**config.mk**
```make
export PLATFORM = sky130hd
export DESIGN_NAME = clipped_line_rasterizer_core
export DESIGN_NICKNAME = d
export VERILOG_FILES = /design/src/rtl/clr_pkg.sv /design/src/rtl/clipped_line_rasterizer_core.sv
export SDC_FILE = /design/constraint.sdc
export NUM_CORES = 1
export LEC_CHECK = 0
export BUFFER_PORTS_ARGS = -buffer_cell sky130_fd_sc_hd__buf_2
export CELL_PAD_IN_SITES_DETAIL_PLACEMENT = 1
export CELL_PAD_IN_SITES_GLOBAL_PLACEMENT = 1
export CORE_MARGIN = 2
export CORE_UTILIZATION = 40
export DETAILED_ROUTE_END_ITERATION = 10
export GPL_TIMING_DRIVEN = 0
export PLACE_DENSITY_LB_ADDON = 0.25
export SYNTH_ARGS = -nofsm -noshare
export SYNTH_HDL_FRONTEND = slang
export SYNTH_SLANG_ARGS = --single-unit
```
**constraint.sdc**
```tcl
create_clock -name clock -period 10.4 [get_ports clock]
set_input_delay 1.04 -clock clock [delete_from_list [all_inputs] [get_ports clock]]
set_output_delay 1.04 -clock clock [all_outputs]
set_load 0.01 [all_outputs]
```
**src/rtl/clr_pkg.sv**
```systemverilog
`timescale 1ns / 1ps
// Shared types and constants for the clipped line rasterizer.
package clr_pkg;

   localparam int DIM_BITS   = 13;
   localparam int COL_BITS   = 12;
   localparam int COLOR_BITS = 32;
   localparam int RGB_BITS   = 24;

   localparam logic [COLOR_BITS-1:0] INVERT_COLOR = 32'hff00_0000;

   typedef enum logic [0:0] {
      CSR_COLUMNS = 1'b0,
      CSR_ROWS    = 1'b1
   } csr_index_type;

   typedef enum logic [0:0] {
      ACT_LOAD = 1'b0,
      ACT_STEP = 1'b1
   } action_type;

   typedef enum logic [2:0] {
      PH_IDLE = 3'd0,
      PH_VERT = 3'd1,
      PH_HORZ = 3'd2,
      PH_XMAJ = 3'd3,
      PH_YMAJ = 3'd4
   } phase_type;

   typedef struct packed {
      logic                done;
      logic                invert;
      logic                emit;
      logic [7:0]          blue;
      logic [7:0]          green;
      logic [7:0]          red;
      logic [COL_BITS-1:0] row;
      logic [COL_BITS-1:0] col;
   } rsp_type;

endpackage

```
**src/rtl/clipped_line_rasterizer_core.sv**
```systemverilog
`timescale 1ns / 1ps
// Clipped line rasterizer: line load, per-step pixel generation, output skid stage.
//
// req channel: tuser is the action (0 loads a line, 1 asks for one pixel step);
// tdata carries both endpoints and the color word. Every request gives exactly
// one response on the rsp channel: tuser flags a pixel write and invert mode,
// tlast marks that the line has no further steps.
// csr channel: index 0 writes pixmap columns, index 1 pixmap rows; always ready.
// Write it only while no request is outstanding.
//
// Response: registered in the output register, or in the skid entry while the output stalls.
// Throughput: one request per cycle while req_tready is high; all load clipping and the
// Bresenham add-compare update are combinational between the state and output registers.
// Reset: line engine idle, both dimensions 4096 (clamped to MAX_DIM).
// Stall: the output register plus one skid entry absorb results; req_tready
// drops only once the skid entry is occupied, and rises again when the
// receiver takes a response.
module clipped_line_rasterizer_core
   import clr_pkg::*;
#(
   parameter int COORD_BITS = 16,
   parameter int MAX_DIM    = 4096
) (
   input  logic                    clock,
   input  logic                    reset,
   input  logic                    req_tvalid,
   output logic                    req_tready,
   // x_start, y_start, x_end, y_end, color, zero fill
   input  logic [((4*COORD_BITS+COLOR_BITS+7)/8)*8-1:0] req_tdata,
   // action
   input  logic                    req_tuser,
   output logic                    rsp_tvalid,
   input  logic                    rsp_tready,
   // pixel_column, memory_row, red, green, blue
   output logic [47:0]             rsp_tdata,
   // emit, invert_mode
   output logic [1:0]              rsp_tuser,
   // done_res
   output logic                    rsp_tlast,
   input  logic                    csr_valid,
   output logic                    csr_ready,
   input  csr_index_type           csr_index,
   input  logic [DIM_BITS-1:0]     csr_data
);

   localparam int CB = COORD_BITS;
   localparam int PW = ((CB > 14) ? CB : 14) + 1;
   localparam int EW = PW + 2;
   localparam logic [16:0] MAX_DIM_W = 17'(MAX_DIM);
   localparam logic [DIM_BITS-1:0] DIM_RESET =
      (MAX_DIM < 4096) ? DIM_BITS'(MAX_DIM) : DIM_BITS'(4096);

   logic [DIM_BITS-1:0] cols_ff, rows_ff, csr_dim;

   phase_type               phase_ff, phase_in, load_phase;
   logic signed [PW-1:0]    run_pos_ff, run_pos_in;
   logic signed [PW-1:0]    run_lim_ff, run_lim_in;
   logic signed [PW-1:0]    cross_ff, cross_in;
   logic signed [EW-1:0]    err_ff, err_in;
   logic signed [EW-1:0]    flat_ff, flat_in;
   logic signed [EW-1:0]    diag_ff, diag_in;
   logic                    rising_ff, rising_in;
   logic signed [PW-1:0]    final_x_ff, final_x_in;
   logic signed [PW-1:0]    final_y_ff, final_y_in;
   logic [RGB_BITS-1:0]     paint_rgb_ff, paint_rgb_in;
   logic                    paint_invert_ff, paint_invert_in;

   rsp_type out_ff, skid_ff, res;
   logic    out_valid_ff, skid_valid_ff;
   logic    accept, out_take, is_load, step_done;

   logic signed [PW-1:0] xs, ys, xe, ye, cols_s, rows_s, rows_m1;
   logic signed [PW-1:0] a_s, a_e, a_lo, a_hi, a_lo_c, a_hi_c, other, a_dim, o_dim;
   logic signed [PW-1:0] dx, dy, adx, ady, major, minor;
   logic signed [PW-1:0] px, py, row_p;
   logic signed [EW-1:0] major_e, minor_e;
   logic [COLOR_BITS-1:0] color;
   logic is_vert, axis_ok, x_major, at_end, in_bounds, emit, go_diag;

   assign accept     = req_tvalid && req_tready;
   assign out_take   = out_valid_ff && rsp_tready;
   assign req_tready = !skid_valid_ff;
   assign csr_ready  = 1'b1;
   assign is_load    = (action_type'(req_tuser) == ACT_LOAD);

   assign rsp_tvalid = out_valid_ff;
   assign rsp_tdata  = {out_ff.blue, out_ff.green, out_ff.red, out_ff.row, out_ff.col};
   assign rsp_tuser  = {out_ff.invert, out_ff.emit};
   assign rsp_tlast  = out_ff.done;

   // dimensions are stored already clamped to 1..MAX_DIM
   always_comb begin
      if (csr_data == '0) begin
         csr_dim = DIM_BITS'(1);
      end else if ({4'b0, csr_data} > MAX_DIM_W) begin
         csr_dim = DIM_BITS'(MAX_DIM);
      end else begin
         csr_dim = csr_data;
      end
   end

   always_ff @(posedge clock) begin
      if (reset) begin
         cols_ff <= DIM_RESET;
         rows_ff <= DIM_RESET;
      end else if (csr_valid && csr_ready) begin
         unique case (csr_index)
            CSR_COLUMNS: cols_ff <= csr_dim;
            CSR_ROWS:    rows_ff <= csr_dim;
         endcase
      end
   end

   // next phase
   always_comb begin
      phase_in = phase_ff;
      if (accept) begin
         if (is_load) begin
            phase_in = load_phase;
         end else if (phase_ff != PH_IDLE && step_done) begin
            phase_in = PH_IDLE;
         end
      end
   end

   // load decode, step update and response
   always_comb begin
      xs    = {{(PW-CB){req_tdata[CB-1]}},   req_tdata[0*CB +: CB]};
      ys    = {{(PW-CB){req_tdata[2*CB-1]}}, req_tdata[1*CB +: CB]};
      xe    = {{(PW-CB){req_tdata[3*CB-1]}}, req_tdata[2*CB +: CB]};
      ye    = {{(PW-CB){req_tdata[4*CB-1]}}, req_tdata[3*CB +: CB]};
      color = req_tdata[4*CB +: COLOR_BITS];

      cols_s  = $signed({{(PW-DIM_BITS){1'b0}}, cols_ff});
      rows_s  = $signed({{(PW-DIM_BITS){1'b0}}, rows_ff});
      rows_m1 = rows_s - PW'(1);

      // axis line: clip the run along its axis
      is_vert = (xs == xe);
      a_s     = is_vert ? ys : xs;
      a_e     = is_vert ? ye : xe;
      other   = is_vert ? xs : ys;
      a_dim   = is_vert ? rows_s : cols_s;
      o_dim   = is_vert ? cols_s : rows_s;
      a_lo    = (a_s < a_e) ? a_s : a_e;
      a_hi    = (a_s < a_e) ? a_e : a_s;
      axis_ok = (other >= 0) && (other < o_dim) && (a_lo < a_dim) && (a_hi >= 0);
      a_lo_c  = (a_lo < 0) ? '0 : a_lo;
      a_hi_c  = (a_hi >= a_dim) ? (a_dim - PW'(1)) : a_hi;

      // sloped line setup
      dx      = xe - xs;
      dy      = ye - ys;
      adx     = dx[PW-1] ? -dx : dx;
      ady     = dy[PW-1] ? -dy : dy;
      x_major = adx > ady;
      major   = x_major ? adx : ady;
      minor   = x_major ? ady : adx;
      major_e = {{2{major[PW-1]}}, major};
      minor_e = {{2{minor[PW-1]}}, minor};

      // step
      step_done = run_pos_ff >= run_lim_ff;
      px     = (phase_ff == PH_XMAJ) ? run_pos_ff : cross_ff;
      py     = (phase_ff == PH_XMAJ) ? cross_ff : run_pos_ff;
      row_p  = rows_m1 - py;
      at_end = (px == final_x_ff) && (py == final_y_ff);
      in_bounds = (px >= 0) && (px < cols_s) && (py >= 0) && (py < rows_s);
      go_diag = rising_ff ? !err_ff[EW-1] : (!err_ff[EW-1] && (err_ff != '0));

      load_phase      = PH_IDLE;
      run_pos_in      = run_pos_ff;
      run_lim_in      = run_lim_ff;
      cross_in        = cross_ff;
      err_in          = err_ff;
      flat_in         = flat_ff;
      diag_in         = diag_ff;
      rising_in       = rising_ff;
      final_x_in      = final_x_ff;
      final_y_in      = final_y_ff;
      paint_rgb_in    = paint_rgb_ff;
      paint_invert_in = paint_invert_ff;
      emit            = 1'b0;
      res             = '0;

      if (is_load) begin
         paint_invert_in = (color == INVERT_COLOR);
         paint_rgb_in    = color[RGB_BITS-1:0];
         final_x_in      = xe;
         final_y_in      = ye;
         if (is_vert || (ys == ye)) begin
            if (axis_ok) begin
               load_phase = is_vert ? PH_VERT : PH_HORZ;
               if (is_vert) begin
                  run_pos_in = rows_m1 - a_hi_c;
                  run_lim_in = rows_m1 - a_lo_c;
                  cross_in   = xs;
               end else begin
                  run_pos_in = a_lo_c;
                  run_lim_in = a_hi_c;
                  cross_in   = rows_m1 - ys;
               end
            end
         end else begin
            rising_in = (dx > 0) == (dy > 0);
            if (x_major) begin
               load_phase = PH_XMAJ;
               run_pos_in = dx[PW-1] ? xe : xs;
               cross_in   = dx[PW-1] ? ye : ys;
               run_lim_in = dx[PW-1] ? xs : xe;
            end else begin
               load_phase = PH_YMAJ;
               run_pos_in = dy[PW-1] ? ye : ys;
               cross_in   = dy[PW-1] ? xe : xs;
               run_lim_in = dy[PW-1] ? ys : ye;
            end
            flat_in = minor_e <<< 1;
            err_in  = (minor_e <<< 1) - major_e;
            diag_in = (minor_e - major_e) <<< 1;
         end
         res.done = (load_phase == PH_IDLE);
      end else if (phase_ff == PH_IDLE) begin
         res.done = 1'b1;
      end else begin
         res.done = step_done;
         case (phase_ff)
            PH_VERT: begin
               emit    = 1'b1;
               res.col = COL_BITS'(cross_ff);
               res.row = COL_BITS'(run_pos_ff);
            end
            PH_HORZ: begin
               emit    = 1'b1;
               res.col = COL_BITS'(run_pos_ff);
               res.row = COL_BITS'(cross_ff);
            end
            default: begin
               emit = !at_end && in_bounds;
               if (emit) begin
                  res.col = COL_BITS'(px);
                  res.row = COL_BITS'(row_p);
               end
               if (go_diag) begin
                  cross_in = rising_ff ? (cross_ff + PW'(1)) : (cross_ff - PW'(1));
                  err_in   = err_ff + diag_ff;
               end else begin
                  err_in   = err_ff + flat_ff;
               end
            end
         endcase
         if (!step_done) begin
            run_pos_in = run_pos_ff + PW'(1);
         end
         res.emit = emit;
         if (emit) begin
            res.invert = paint_invert_ff;
            res.red    = paint_rgb_ff[23:16];
            res.green  = paint_rgb_ff[15:8];
            res.blue   = paint_rgb_ff[7:0];
         end
      end
   end

   always_ff @(posedge clock) begin
      if (reset) begin
         phase_ff <= PH_IDLE;
      end else begin
         phase_ff <= phase_in;
      end
   end

   always_ff @(posedge clock) begin
      if (accept) begin
         run_pos_ff      <= run_pos_in;
         run_lim_ff      <= run_lim_in;
         cross_ff        <= cross_in;
         err_ff          <= err_in;
         flat_ff         <= flat_in;
         diag_ff         <= diag_in;
         rising_ff       <= rising_in;
         final_x_ff      <= final_x_in;
         final_y_ff      <= final_y_in;
         paint_rgb_ff    <= paint_rgb_in;
         paint_invert_ff <= paint_invert_in;
      end
   end

   // output register with one skid entry
   always_ff @(posedge clock) begin
      if (reset) begin
         out_valid_ff  <= 1'b0;
         skid_valid_ff <= 1'b0;
      end else if (accept) begin
         if (!out_valid_ff || out_take) begin
            out_valid_ff <= 1'b1;
         end else begin
            skid_valid_ff <= 1'b1;
         end
      end else if (out_take) begin
         if (skid_valid_ff) begin
            skid_valid_ff <= 1'b0;
         end else begin
            out_valid_ff <= 1'b0;
         end
      end
   end

   always_ff @(posedge clock) begin
      if (accept) begin
         if (!out_valid_ff || out_take) begin
            out_ff <= res;
         end else begin
            skid_ff <= res;
         end
      end else if (out_take && skid_valid_ff) begin
         out_ff <= skid_ff;
      end
   end

endmodule
```
==> impl_metrics.toml <==
[run_status]
outcome = "complete, but fails checks"
violations = "max-capacitance violations, max-slew violations"

[routing]
ant_nets = 0
totalWireLength_um = 135200
dr.pass1.iters = 6
vias = 27545
vias_per_cell = 6.323
drc = 0
first_iter_violations = 2756
wire_per_inst_um = 31.04

[cts]
cts.sinks = 296
cts_hold_buf = 0
htreeDepth = 2
clk_path_buf_depth = 3
clk_pin_slew_worst_paths_ns = 0.06
worst_skew_pair.late_latency_ns = 0.55
cts_made_buffers = 35
root_buffer = "clkbuf_16"
cts_tree = "built"

[synthesis]
yosys.area.top_type_share_pct = 29.21
synth_edf_count = 265
synth_nets = 3570
synth_common_cells = "nand2_1, a21oi_1, edfxtp_1"
synthTopCellsByArea = "edfxtp_1, ha_1, a21oi_1, nand2_1, xnor2_1"
synth_cell_types = 111
synth_seq_cells = 296
synth_top_cell_by_area = "edfxtp_1"
yosysWarnings = 0
synthCells = 3190
syn_avg_cell_area_um2 = 8.541
syn_area_um2 = 27250
async_flop_share_pct = 0
seq_area_frac_synth_pct = 31.48
synthFlopType = "edfxtp_1"
synth.most_common_cell = "nand2_1"

[power_and_ir_drop]
power.density_nw_per_um2 = 250.4
ir_drop_mv = 0.2272
leakage_nw = 12.96

[critical_path]
cpMaxStageDelayCell = "or3_1"
required_ns = 10.65
slowest_delay_ns = 0.43
crit_path_start = "req_tdata[12]"
path_max_fanout = 10
start_kind = "input port"
worstReg2RegStart = "rows_ff[0]"
endpoint_kind = "flop"
crit_arrival_ns = 10.52
crit_type = "in -> reg"
cp_common_cell = "o21ai_2"

[timing]
period_share_pct = 98.76
setup_violations = 0
fmax_mhz = 97.36
skew_ns = 0.009472
worst_slack_ns = 0.1290
tightest_slew_ns = 1.565
hold_viol_final = 0
finalCriticalPeriod_ns = 10.27
max_slew_margin_pct = -5.071
final_max_slew_viol_count = 16

[job]
drv_cap = 3

[hold_path]
worstHoldStart = "cols_ff[6]"
hold_class = "reg -> reg"

[finish]
drive_gt1_share_pct = 15.39
final_area_um2 = 31740
layout.nets = 3830
fillers = 7954
layout.cells.non_filler = 4356
area_growth_pct = 16.48

[global_route]
grt_pass1_vias = 27774
grt_pass1_wl_um = 192300
grt_start_max_net_pins = 34
grt-ovfl-total = 0
antenna_found_initial = 15
grt_usage_pct = 37.61

[floorplanning]
start_util_pct = 40.50
die-area_um2 = 70220
die_y_um = 265.0
rows = 95
core_area_um2 = 67280
ios = 170
die_w_um = 265.0

[place]
portBuffers = 168
place_congestion = 1.052
dpl.cell_count = 4246
dp_hpwl_um = 109400
pre_cts_ws_ns = -4.385
dpl_cell_area_um2 = 29480
worst paths after layout:
check / slack [ns] / end / cells after the start
max: 0.13 / run_pos_ff[8] / 47
min reg2reg: 0.50 / cols_ff[6] / 2
max reg2reg: 3.39 / run_pos_ff[8] / 29
min: 0.50 / cols_ff[6] / 2
per-layer routing:
layer	track usage, %	wire length [um]	part of all wire [%]
met5	0	13	0.0096
met2	59.91	59960	44
met4	14.26	5779	4.3
met3	6.317	11520	8.5
met1	51.08	57940	43
layout by cell type (no fill, tap or decap), types with 16 or more instances in the layout:
cell type | synthesis | layout
and2_1 | 42 | 42
xor2_1 | 66 | 64
buf_2 | 22 | 172
mux2i_1 | 92 | 85
clkbuf_16 | 0 | 37
o21bai_1 | 23 | 23
and3_1 | 21 | 21
nor4_1 | 34 | 34
nand2_1 | 400 | 397
o21ai_0 | 130 | 118
o21a_1 | 35 | 35
dfxtp_1 | 31 | 31
inv_1 | 201 | 189
or3_1 | 21 | 21
buf_4 | 5 | 58
xnor2_1 | 130 | 123
clkbuf_1 | 98 | 91
a22oi_1 | 22 | 21
a21oi_1 | 343 | 331
o22ai_1 | 16 | 16
edfxtp_1 | 265 | 265
nand4_1 | 27 | 27
a21o_1 | 65 | 64
o21ai_1 | 38 | 39
ha_1 | 255 | 243
nand3_1 | 61 | 55
nor3_1 | 52 | 50
a31oi_1 | 26 | 24
o31ai_1 | 28 | 28
nand2b_1 | 27 | 27
nor2b_1 | 39 | 37
mux2_2 | 59 | 59
nor2_1 | 228 | 223
a211oi_1 | 31 | 26
o211ai_1 | 23 | 23
stage by stage:
| step | utilization, % | setup TNS (ns) | hold WS, ns | power, mW |
|---|---|---|---|---|
| after detailed placement | 43.81 | -229.10 | 0.4853 | 6.368 |
| final | 47.17 | 0 | 0.4968 | 7.946 |
| after global placement | 43.37 | -267.88 | 0.4724 | 6.152 |
| after floorplan | - | 0 | 0.4497 | 4.813 |
| after global routing | 47.15 | -0.06040 | 0.5120 | 8.366 |
| after CTS | 46.36 | -0.007043 | 0.4952 | 7.691 |
cell families after synthesis:
| kind of cell | share of synthesized area (%) |
|---|---|
| other | 0.01376 |
| AND/OR/NAND/NOR | 17.45 |
| multiplexers | 5.869 |
| AO/OA/AOI/OAI | 21.36 |
| adder cells (fa/ha/maj) | 12.37 |
| flip-flops | 31.48 |
| XOR/XNOR | 6.443 |
| buffers and inverters | 5.010 |
report_power, final:
group          switching (mW)  internal [mW]
Combinational            3.16           1.81
Clock                   0.522          0.712
Sequential              0.114           1.62
flip-flops by register name, summed over array words and instances, names as in the netlist:
| register | cells |
|---|---|
| skid_ff | 51 |
| rsp_tdata | 48 |
| paint_rgb_ff | 24 |
| err_ff | 19 |
| diag_ff | 18 |
| cross_ff | 17 |
| flat_ff | 17 |
| run_lim_ff | 17 |
| run_pos_ff | 17 |
| final_x_ff | 16 |
| final_y_ff | 16 |
| cols_ff | 13 |
| rows_ff | 13 |
| phase_ff | 3 |
| rsp_tuser | 2 |
| paint_invert_ff | 1 |
| rising_ff | 1 |
| rsp_tlast | 1 |
| rsp_tvalid | 1 |
| skid_valid_ff | 1 |
layout make-up:
type / count / area [um2] / area share, %
multi-input combinational: 2545 / 17960 / 56.60
sequential: 296 / 8578 / 27.03
timing repair buffer: 228 / 1414 / 4.455
tap: 873 / 1092 / 3.442
clock buffer: 45 / 927.1 / 2.921
inverter: 204 / 795.8 / 2.507
buffer: 140 / 743.2 / 2.342
clock inverter: 18 / 205.2 / 0.6466
antenna: 7 / 17.52 / 0.05519
critical path, delay by kind of cell:
family          cells  cell delay, ns
mux                 1            0.18
fa+ha+maj           5            1.51
buf+inv             7            1.44
compound gates     26            4.65
simple gates        8            1.62
what timing repair did:
action / CTS / global route
buffers inserted: 17 / 27
endpoints found under the setup margin: 103 / 18
resized for setup: 132 / 87
pin swaps: 22 / 29
No activity file was read; power rests on OpenSTA's default activity.
